### src/rtl/core/thrlf_pkg.sv
// ----------------------------------------------------------------------------
// thrlf_pkg
// Types and constants shared by the TLS Client Hello rate limit filter.
// ----------------------------------------------------------------------------
package thrlf_pkg;

	localparam int CountWidth = 32;
	localparam int MaxWidth = 32;
	localparam int CmpWidth = (CountWidth > MaxWidth) ? CountWidth : MaxWidth;
	localparam int PortWidth = 16;
	localparam int TimeWidth = 64;
	localparam int ByteWidth = 8;
	localparam int OffWidth = 8;
	localparam int HdrWidth = 6;
	localparam int CfgDataWidth = 64;

	localparam logic [CountWidth-1:0] CountMax = '1;
	localparam logic [OffWidth-1:0] OffMax = '1;

	localparam logic [OffWidth-1:0] OffEtherTypeHi = 8'd12;
	localparam logic [OffWidth-1:0] OffEtherTypeLo = 8'd13;
	localparam logic [OffWidth-1:0] OffIpVerIhl = 8'd14;
	localparam logic [OffWidth-1:0] OffIpProto = 8'd23;
	localparam logic [OffWidth-1:0] OffTcpEarliest = 8'd34;
	localparam logic [OffWidth-1:0] EthHdrBytes = 8'd14;

	localparam logic [OffWidth-1:0] RelDstPortHi = 8'd2;
	localparam logic [OffWidth-1:0] RelDstPortLo = 8'd3;
	localparam logic [OffWidth-1:0] RelDataOffset = 8'd12;
	localparam logic [OffWidth-1:0] TlsRelContentType = 8'd0;
	localparam logic [OffWidth-1:0] TlsRelHandshakeType = 8'd5;

	localparam logic [HdrWidth-1:0] MinHdrBytes = 6'd20;
	localparam logic [ByteWidth-1:0] EtherTypeIpv4Hi = 8'h08;
	localparam logic [ByteWidth-1:0] EtherTypeIpv4Lo = 8'h00;
	localparam logic [ByteWidth-1:0] IpProtoTcp = 8'd6;
	localparam logic [ByteWidth-1:0] TlsHandshake = 8'd22;
	localparam logic [ByteWidth-1:0] TlsClientHello = 8'd1;

	localparam logic [PortWidth-1:0] WatchPortReset = 16'd6379;
	localparam logic [MaxWidth-1:0] MaxPerWindowReset = 32'd5;
	localparam logic [TimeWidth-1:0] WindowLengthReset = 64'd1000000000;

	typedef enum logic [1:0] {
		CfgWatchPort = 2'd0,
		CfgMaxPerWindow = 2'd1,
		CfgWindowLength = 2'd2
	} cfg_index_t;

	typedef struct packed {
		logic [PortWidth-1:0] watch_port;
		logic [MaxWidth-1:0] max_per_window;
		logic [TimeWidth-1:0] window_length_ns;
	} cfg_t;

	typedef struct packed {
		logic [ByteWidth-1:0] data_byte;
		logic last_byte;
		logic [TimeWidth-1:0] now_ns;
	} in_item_t;

	typedef struct packed {
		logic drop;
		logic client_hello;
	} verdict_t;

endpackage

### src/rtl/core/thrlf_in_if.sv
// ----------------------------------------------------------------------------
// thrlf_in_if
// Byte channel into the filter: one frame byte per transaction.
// ----------------------------------------------------------------------------
interface thrlf_in_if;
	import thrlf_pkg::*;

	logic valid;
	logic ready;
	logic [ByteWidth-1:0] data_byte;
	logic last_byte;
	logic [TimeWidth-1:0] now_ns;

	modport source(output valid, output data_byte, output last_byte, output now_ns,
		input ready);
	modport sink(input valid, input data_byte, input last_byte, input now_ns,
		output ready);
endinterface

### src/rtl/core/thrlf_out_if.sv
// ----------------------------------------------------------------------------
// thrlf_out_if
// Verdict channel out of the filter: one frame verdict per transaction.
// ----------------------------------------------------------------------------
interface thrlf_out_if;
	logic valid;
	logic ready;
	logic drop;
	logic client_hello;

	modport source(output valid, output drop, output client_hello, input ready);
	modport sink(input valid, input drop, input client_hello, output ready);
endinterface

### src/rtl/core/tls_hello_rate_limit_filter.sv
// ----------------------------------------------------------------------------
// tls_hello_rate_limit_filter
// Byte-serial TLS Client Hello filter with one global fixed-window limiter.
// A last byte waits in the input register until the verdict register can take its verdict.
// Throughput: one byte per cycle but for such a wait; the input and verdict
// registers let a new frame stream in while a verdict waits to be taken.
// Reset: all frame state clears, the window closes and the registers return
// to their defaults (port 6379, limit 5, window 1 s).
// ----------------------------------------------------------------------------
module tls_hello_rate_limit_filter (
	input  logic                  clk,
	input  logic                  arst_n,
	thrlf_in_if.sink              in_ch,
	thrlf_out_if.source           out_ch,
	input  logic                  cfg_we,
	input  thrlf_pkg::cfg_index_t cfg_index,
	input  logic [thrlf_pkg::CfgDataWidth-1:0] cfg_wdata
);
	import thrlf_pkg::*;

	cfg_t cfg_q;
	in_item_t item_s1;
	logic valid_s1;
	logic advance;
	verdict_t verdict;
	logic out_valid_q;
	verdict_t out_q;

	assign advance = valid_s1 && (!item_s1.last_byte || !out_valid_q || out_ch.ready);
	assign in_ch.ready = !valid_s1 || advance;

	always_ff @(posedge clk or negedge arst_n) begin
		if (!arst_n) begin
			cfg_q.watch_port <= WatchPortReset;
			cfg_q.max_per_window <= MaxPerWindowReset;
			cfg_q.window_length_ns <= WindowLengthReset;
		end else if (cfg_we) begin
			case (cfg_index)
				CfgWatchPort: cfg_q.watch_port <= cfg_wdata[PortWidth-1:0];
				CfgMaxPerWindow: cfg_q.max_per_window <= cfg_wdata[MaxWidth-1:0];
				CfgWindowLength: cfg_q.window_length_ns <= cfg_wdata[TimeWidth-1:0];
				default: ;
			endcase
		end
	end

	always_ff @(posedge clk or negedge arst_n) begin
		if (!arst_n) begin
			valid_s1 <= 1'b0;
		end else if (in_ch.ready) begin
			valid_s1 <= in_ch.valid;
		end
	end

	always_ff @(posedge clk) begin
		if (in_ch.valid && in_ch.ready) begin
			item_s1.data_byte <= in_ch.data_byte;
			item_s1.last_byte <= in_ch.last_byte;
			item_s1.now_ns <= in_ch.now_ns;
		end
	end

	thrlf_engine u_engine (
		.clk(clk),
		.arst_n(arst_n),
		.step(advance),
		.item(item_s1),
		.cfg(cfg_q),
		.verdict(verdict)
	);

	always_ff @(posedge clk or negedge arst_n) begin
		if (!arst_n) begin
			out_valid_q <= 1'b0;
		end else if (advance && item_s1.last_byte) begin
			out_valid_q <= 1'b1;
		end else if (out_ch.ready) begin
			out_valid_q <= 1'b0;
		end
	end

	always_ff @(posedge clk) begin
		if (advance && item_s1.last_byte) begin
			out_q <= verdict;
		end
	end

	assign out_ch.valid = out_valid_q;
	assign out_ch.drop = out_q.drop;
	assign out_ch.client_hello = out_q.client_hello;
endmodule

### src/rtl/core/thrlf_engine.sv
// ----------------------------------------------------------------------------
// thrlf_engine
// Per-frame header parser and global fixed-window Client Hello counter.
// ----------------------------------------------------------------------------
module thrlf_engine (
	input  logic                clk,
	input  logic                arst_n,
	input  logic                step,
	input  thrlf_pkg::in_item_t item,
	input  thrlf_pkg::cfg_t     cfg,
	output thrlf_pkg::verdict_t verdict
);
	import thrlf_pkg::*;

	logic [OffWidth-1:0] off_q, off_d;
	logic [HdrWidth-1:0] ip_hdr_q, ip_hdr_d;
	logic [HdrWidth-1:0] tcp_hdr_q, tcp_hdr_d;
	logic [ByteWidth-1:0] port_hi_q, port_hi_d;
	logic cand_q, cand_d;
	logic hello_q, hello_d;
	logic drop_q, drop_d;
	logic win_open_q, win_open_d;
	logic [TimeWidth-1:0] win_start_q, win_start_d;
	logic [CountWidth-1:0] win_count_q, win_count_d;

	logic [OffWidth-1:0] tcp_start;
	logic [OffWidth-1:0] rel;
	logic [OffWidth-1:0] tls_rel;
	logic [HdrWidth-1:0] ip_len;
	logic [HdrWidth-1:0] tcp_len;
	logic [TimeWidth-1:0] elapsed;
	logic in_window;
	logic [ByteWidth-1:0] b;

	always_comb begin
		b = item.data_byte;
		tcp_start = EthHdrBytes + {{(OffWidth-HdrWidth){1'b0}}, ip_hdr_q};
		rel = off_q - tcp_start;
		tls_rel = rel - {{(OffWidth-HdrWidth){1'b0}}, tcp_hdr_q};
		ip_len = {b[3:0], 2'b00};
		tcp_len = {b[7:4], 2'b00};
		elapsed = item.now_ns - win_start_q;
		in_window = win_open_q && (elapsed < cfg.window_length_ns);

		off_d = off_q;
		ip_hdr_d = ip_hdr_q;
		tcp_hdr_d = tcp_hdr_q;
		port_hi_d = port_hi_q;
		cand_d = cand_q;
		hello_d = hello_q;
		drop_d = drop_q;
		win_open_d = win_open_q;
		win_start_d = win_start_q;
		win_count_d = win_count_q;

		if (cand_q) begin
			if (off_q == OffEtherTypeHi) begin
				if (b != EtherTypeIpv4Hi) cand_d = 1'b0;
			end else if (off_q == OffEtherTypeLo) begin
				if (b != EtherTypeIpv4Lo) cand_d = 1'b0;
			end else if (off_q == OffIpVerIhl) begin
				if (ip_len < MinHdrBytes) cand_d = 1'b0;
				else ip_hdr_d = ip_len;
			end else if (off_q == OffIpProto) begin
				if (b != IpProtoTcp) cand_d = 1'b0;
			end else if (off_q >= OffTcpEarliest && off_q >= tcp_start) begin
				if (rel == RelDstPortHi) begin
					port_hi_d = b;
				end else if (rel == RelDstPortLo) begin
					if ({port_hi_q, b} != cfg.watch_port) cand_d = 1'b0;
				end else if (rel == RelDataOffset) begin
					if (tcp_len < MinHdrBytes) cand_d = 1'b0;
					else tcp_hdr_d = tcp_len;
				end else if (rel >= OffWidth'(MinHdrBytes) && tcp_hdr_q >= MinHdrBytes
						&& rel >= {{(OffWidth-HdrWidth){1'b0}}, tcp_hdr_q}) begin
					if (tls_rel == TlsRelContentType) begin
						if (b != TlsHandshake) cand_d = 1'b0;
					end else if (tls_rel == TlsRelHandshakeType) begin
						if (b == TlsClientHello) begin
							hello_d = 1'b1;
							if (in_window) begin
								if (win_count_q != CountMax)
									win_count_d = win_count_q + 1'b1;
								if (CmpWidth'(win_count_d) > CmpWidth'(cfg.max_per_window))
									drop_d = 1'b1;
							end else begin
								win_open_d = 1'b1;
								win_start_d = item.now_ns;
								win_count_d = CountWidth'(1);
							end
						end
						cand_d = 1'b0;
					end
				end
			end
		end

		verdict.drop = drop_d;
		verdict.client_hello = hello_d;

		if (item.last_byte) begin
			off_d = '0;
			ip_hdr_d = '0;
			tcp_hdr_d = '0;
			port_hi_d = '0;
			cand_d = 1'b1;
			hello_d = 1'b0;
			drop_d = 1'b0;
		end else if (off_q != OffMax) begin
			off_d = off_q + 1'b1;
		end
	end

	always_ff @(posedge clk or negedge arst_n) begin
		if (!arst_n) begin
			off_q <= '0;
			ip_hdr_q <= '0;
			tcp_hdr_q <= '0;
			port_hi_q <= '0;
			cand_q <= 1'b1;
			hello_q <= 1'b0;
			drop_q <= 1'b0;
			win_open_q <= 1'b0;
			win_start_q <= '0;
			win_count_q <= '0;
		end else if (step) begin
			off_q <= off_d;
			ip_hdr_q <= ip_hdr_d;
			tcp_hdr_q <= tcp_hdr_d;
			port_hi_q <= port_hi_d;
			cand_q <= cand_d;
			hello_q <= hello_d;
			drop_q <= drop_d;
			win_open_q <= win_open_d;
			win_start_q <= win_start_d;
			win_count_q <= win_count_d;
		end
	end
endmodule

### src/flat_wrapper.sv
// flat-port wrapper written by rule: the top's interface ports become plain ports
module tls_hello_rate_limit_filter_flat import thrlf_pkg::*;
  (clk, arst_n, cfg_we, cfg_index, cfg_wdata, in_ch_valid, in_ch_data_byte, in_ch_last_byte, in_ch_now_ns, in_ch_ready, out_ch_valid, out_ch_drop, out_ch_client_hello, out_ch_ready);
  thrlf_in_if in_ch_i ();
  thrlf_out_if out_ch_i ();
  input  logic clk;
  input  logic arst_n;
  input  logic cfg_we;
  input  thrlf_pkg::cfg_index_t cfg_index;
  input  logic [thrlf_pkg::CfgDataWidth-1:0] cfg_wdata;
  input wire logic [$bits(in_ch_i.valid)-1:0] in_ch_valid;
  input wire logic [$bits(in_ch_i.data_byte)-1:0] in_ch_data_byte;
  input wire logic [$bits(in_ch_i.last_byte)-1:0] in_ch_last_byte;
  input wire logic [$bits(in_ch_i.now_ns)-1:0] in_ch_now_ns;
  output wire logic [$bits(in_ch_i.ready)-1:0] in_ch_ready;
  output wire logic [$bits(out_ch_i.valid)-1:0] out_ch_valid;
  output wire logic [$bits(out_ch_i.drop)-1:0] out_ch_drop;
  output wire logic [$bits(out_ch_i.client_hello)-1:0] out_ch_client_hello;
  input wire logic [$bits(out_ch_i.ready)-1:0] out_ch_ready;
  assign in_ch_i.valid = in_ch_valid;
  assign in_ch_i.data_byte = in_ch_data_byte;
  assign in_ch_i.last_byte = in_ch_last_byte;
  assign in_ch_i.now_ns = in_ch_now_ns;
  assign in_ch_ready = in_ch_i.ready;
  assign out_ch_valid = out_ch_i.valid;
  assign out_ch_drop = out_ch_i.drop;
  assign out_ch_client_hello = out_ch_i.client_hello;
  assign out_ch_i.ready = out_ch_ready;
  tls_hello_rate_limit_filter u_core (.clk(clk), .arst_n(arst_n), .in_ch(in_ch_i), .out_ch(out_ch_i), .cfg_we(cfg_we), .cfg_index(cfg_index), .cfg_wdata(cfg_wdata));
endmodule
### config.mk
export PLATFORM = sky130hd
export DESIGN_NAME = tls_hello_rate_limit_filter_flat
export DESIGN_NICKNAME = d
export VERILOG_FILES = /design/src/rtl/core/thrlf_pkg.sv /design/src/rtl/core/thrlf_in_if.sv /design/src/rtl/core/thrlf_out_if.sv /design/src/rtl/core/tls_hello_rate_limit_filter.sv /design/src/rtl/core/thrlf_engine.sv /design/src/flat_wrapper.sv
export SDC_FILE = /design/constraint.sdc
export NUM_CORES = 1
export LEC_CHECK = 0
export BUFFER_PORTS_ARGS = -buffer_cell sky130_fd_sc_hd__buf_2
export CAP_MARGIN = 10
export CORE_UTILIZATION = 40
export CTS_BUF_LIST = sky130_fd_sc_hd__clkbuf_8
export DETAILED_ROUTE_END_ITERATION = 8
export GPL_TIMING_DRIVEN = 0
export SKIP_CTS_REPAIR_TIMING = 1
export SLEW_MARGIN = 20
export SYNTH_ARGS = -nofsm -noshare
export SYNTH_HDL_FRONTEND = slang
export SYNTH_SLANG_ARGS = --single-unit
### constraint.sdc
create_clock -name clk -period 14.9 [get_ports clk]
set_input_delay 2.235 -clock clk [delete_from_list [all_inputs] [get_ports clk]]
set_output_delay 2.235 -clock clk [all_outputs]
set_load 0.05 [all_outputs]
==> metrics.csv <==
metric;value;unit
pin_count;148;
worstSetupStartpointType;flop;
period_share;0.541;
core;47800;sq um
grt_usage;0.215;
die_w;223;um
relSlewSlack;0.310;
cts.sinks;313;
dr_total_vias;15300;
post-route-util;0.465;
dpl_cell_area;21100;sq um
final_cell_mix;inv_1 (230), dfrtp_1 (214), ha_1 (175);
crit_slowest_cell;a2111oi_0;
fp.dieArea;49500;sq um
r2r_slack;6.83;ns
vdd_drop_max;64.8;uV
grt_pass1_vias;15700;
p_sw;0.000674;W
port_buffers;147;
grt_max_degree;90;
hold_violations;0;
clockPowerShare;0.364;
final_common_cell;inv_1;
p_per_area;103;nW/um^2
routedWlPerCell;18.5;um
yosys_warnings;0;
drt-total-wl;52.6;mm
p_sw_frac;0.295;
cts_tree;built;
crit_top_cell;a21o_1;
rsz0062_at_grt;no;
drtIter0Drc;933;
min_path_type;reg -> reg;
stdcell_area;22200;sq um
maxCapViolations;0;
slew_violations;0;
syn-num-nets;2287;
power_leakage;10.7;nW
ys_ff_latch;313;
clkLatencyLatePin;0.67;ns
place_congestion;0.891;
tightest_slew;1.03;ns
comb_power_share;0.186;
layout-drive-gt1-share;0.190;
power_frac_seq;0.451;
fp.dieH;223;um
path_class;reg -> reg;
layout.nets;2497;
vias_per_cell;5.40;
p_int;0.00161;W
antenna_found_initial;0;
status;completed;
synthFlopType;dfrtp_1;
clk_pin_slew_worst_paths;0.06;ns
grt.overflow.total;0;
path_cells;ha_1 > nand2_1 > a211oi_1 > o21ai_1 > a211oi_1 > a31oi_1 > o41ai_1 > a311o_1 > a211oi_1 > o21ai_1 > xor2_1 > ha_1 > a21o_1 > a21o_1 > a21o_1 > a21o_1 > a21oi_1 > o21ai_0 > a2111oi_0 > nand2_1 > clkbuf_1 > buf_1 > nand3_1 > o21ai_0;
postRouteAntennaNets;0;
drcViolationCount;0;
finalSetupTns;0;ns
htreeDepth;2;
fillers;4561;
synth_edf_count;75;
critical_path_required;15.42;ns
drt_first_pass_iters;5;
worst_path_largest_cell_delay;0.71;ns
initial_utilization;0.407;
max_freq;0.124;GHz
crit_fanout;10;
synth-async-reset-ratio;0.760;
crit_arrival;8.59;ns
worst_setup_path_end_kind;flop;
clock_skew;0.0200;ns
syn_area;19500;sq um
hpwl;40.1;mm
fin_crit;8.07;ns
grt_pass1_wl;84.0;mm
clockBufferDepth;3;
numCtsBuffers;57;
std_cell_rows;80;
synth_cell_types;85;
area_growth_syn_to_layout;14.2;%
yosysSeqAreaShare;0.423;
syn_inst;1965;
cts-root-buf;clkbuf_8;
finalSetupViolCount;0;
synth_area_per_cell;9.90;sq um
[sequential cells by signal (all words and copies together) (netlist names)]
name	flops
u_core.u_engine.ip_hdr_q	4
u_core.u_engine.port_hi_q	8
u_core.u_engine.hello_q	1
u_core.u_engine.cand_q	1
u_core.u_engine.tcp_hdr_q	4
u_core.u_engine.off_q	8
u_core.u_engine.win_start_q	64
u_core.out_ch.drop	1
u_core.valid_s1	1
u_core.u_engine.win_open_q	1
u_core.u_engine.win_count_q	32
u_core.u_engine.drop_q	1
u_core.cfg_q	112
u_core.out_ch.valid	1
u_core.item_s1	73
u_core.out_ch.client_hello	1
[cells in the mapped netlist (4+ instances only)]
library cell	instances	area [sq um]
a21o_1	70	526
nor3b_1	5	37.5
nand3b_1	5	37.5
or3_1	5	31.3
and2_1	6	37.5
or2_2	4	25.0
inv_1	208	781
and4_1	4	35.0
buf_2	4	20.0
a22o_1	10	87.6
o211ai_1	5	37.5
edfxtp_1	75	2250
o21ai_0	129	646
a21boi_0	5	37.5
nand2_1	123	462
ha_1	175	2190
o21ai_1	7	35.0
xnor2_1	77	674
a21oi_1	114	571
and3_1	10	62.6
a31oi_1	13	81.3
buf_1	7	26.3
nand2b_1	17	106
a211oi_1	11	82.6
nor2_1	84	315
nand3_1	119	596
clkbuf_1	51	191
xor2_1	41	359
dfrtp_1	214	5360
nand4_1	41	257
a211o_1	6	52.6
o21bai_1	14	105
o21a_1	9	67.6
nor3_1	23	115
nor4_1	9	56.3
nor2b_1	26	163
dfstp_2	24	631
mux2_2	130	1460
[final cells by class]
class                      count  area (sq um)  area share
timing repair buffer         151           840      0.0378
buffer                        69           315      0.0142
inverter                     209           785      0.0353
clock inverter                45           280      0.0126
antenna                        1          2.50    0.000113
sequential                   313          8240       0.371
tap                          615           769      0.0346
multi-input combinational   1374         10100       0.456
clock buffer                  63           867      0.0390
[critical path, delay by kind of cell, from the launching register on]
kind                     cells  cell delay (ns)
AO/OA/AOI/OAI               16             4.94
XOR/XNOR                     1             0.21
adder cells (fa/ha/maj)      2             0.69
buffers and inverters        2             0.84
flip-flops                   1             0.45
AND/OR/NAND/NOR              3             0.79
[cell families (layout without fill, tap and decap cells)]
| kind of cell | Yosys count | count (layout) | synth area share |
|---|---|---|---|
| buffers and inverters | 278 | 537 | 0.0565 |
| AND/OR/NAND/NOR | 503 | 503 | 0.131 |
| AO/OA/AOI/OAI | 442 | 442 | 0.144 |
| adder cells (fa/ha/maj) | 178 | 178 | 0.116 |
| XOR/XNOR | 118 | 118 | 0.0531 |
| multiplexers | 133 | 133 | 0.0768 |
| other | 0 | 1 | 0 |
| flip-flops | 313 | 313 | 0.423 |
[power groups by stage]
stage                     Clock [W]  Sequential, W  Combinational (W)
after floorplan                   0        0.00102           0.000297
after global placement            0        0.00104           0.000409
after detailed placement          0        0.00104           0.000424
after CTS                  0.000860        0.00103           0.000428
after global routing       0.000895        0.00104           0.000481
final                      0.000831        0.00103           0.000424
[per-layer routing]
layer	up-vias	wire [um]	track usage
met5	-	0	0
met4	0	1770	0.0821
met3	101	2410	0.0325
met2	396	24700	0.363
met1	7441	23800	0.278
li1	7411	-	-
[metrics by stage]
| step | hold WS [ns] | total power [W] | setup WS, ns | cells |
|---|---|---|---|---|
| 4_1_cts | 0.481 | 0.00232 | 6.67 | 2839 |
| 6_report | 0.477 | 0.00228 | 6.83 | 2840 |
| 2_1_floorplan | 0.436 | 0.00132 | 9.75 | 1965 |
| 5_1_grt | 0.517 | 0.00241 | 6.32 | 2839 |
| 3_5_place_dp | 0.467 | 0.00147 | 6.72 | 2731 |
| 3_3_place_gp | 0.455 | 0.00145 | 6.44 | 2727 |
[worst paths after layout]
path / endpoint / startpoint / depth (start not counted)
hold reg to reg: u_core.u_engine.drop_q$_DFFE_PN0P_ / u_core.u_engine.drop_q$_DFFE_PN0P_ / 2
setup reg to reg: u_core.u_engine.win_start_q[62]$_DFFE_PN0P_ / u_core.item_s1[3]$_DFFE_PP_ / 24
hold / removal: u_core.u_engine.drop_q$_DFFE_PN0P_ / u_core.u_engine.drop_q$_DFFE_PN0P_ / 2
setup / recovery: u_core.u_engine.win_start_q[62]$_DFFE_PN0P_ / u_core.item_s1[3]$_DFFE_PP_ / 24
max in group asynchronous: u_core.cfg_q[66]$_DFFE_PN1P_ / arst_n / 2
min in group asynchronous: u_core.u_engine.win_start_q[10]$_DFFE_PN0P_ / arst_n / 1
No activity file was read; power rests on OpenSTA's default activity.
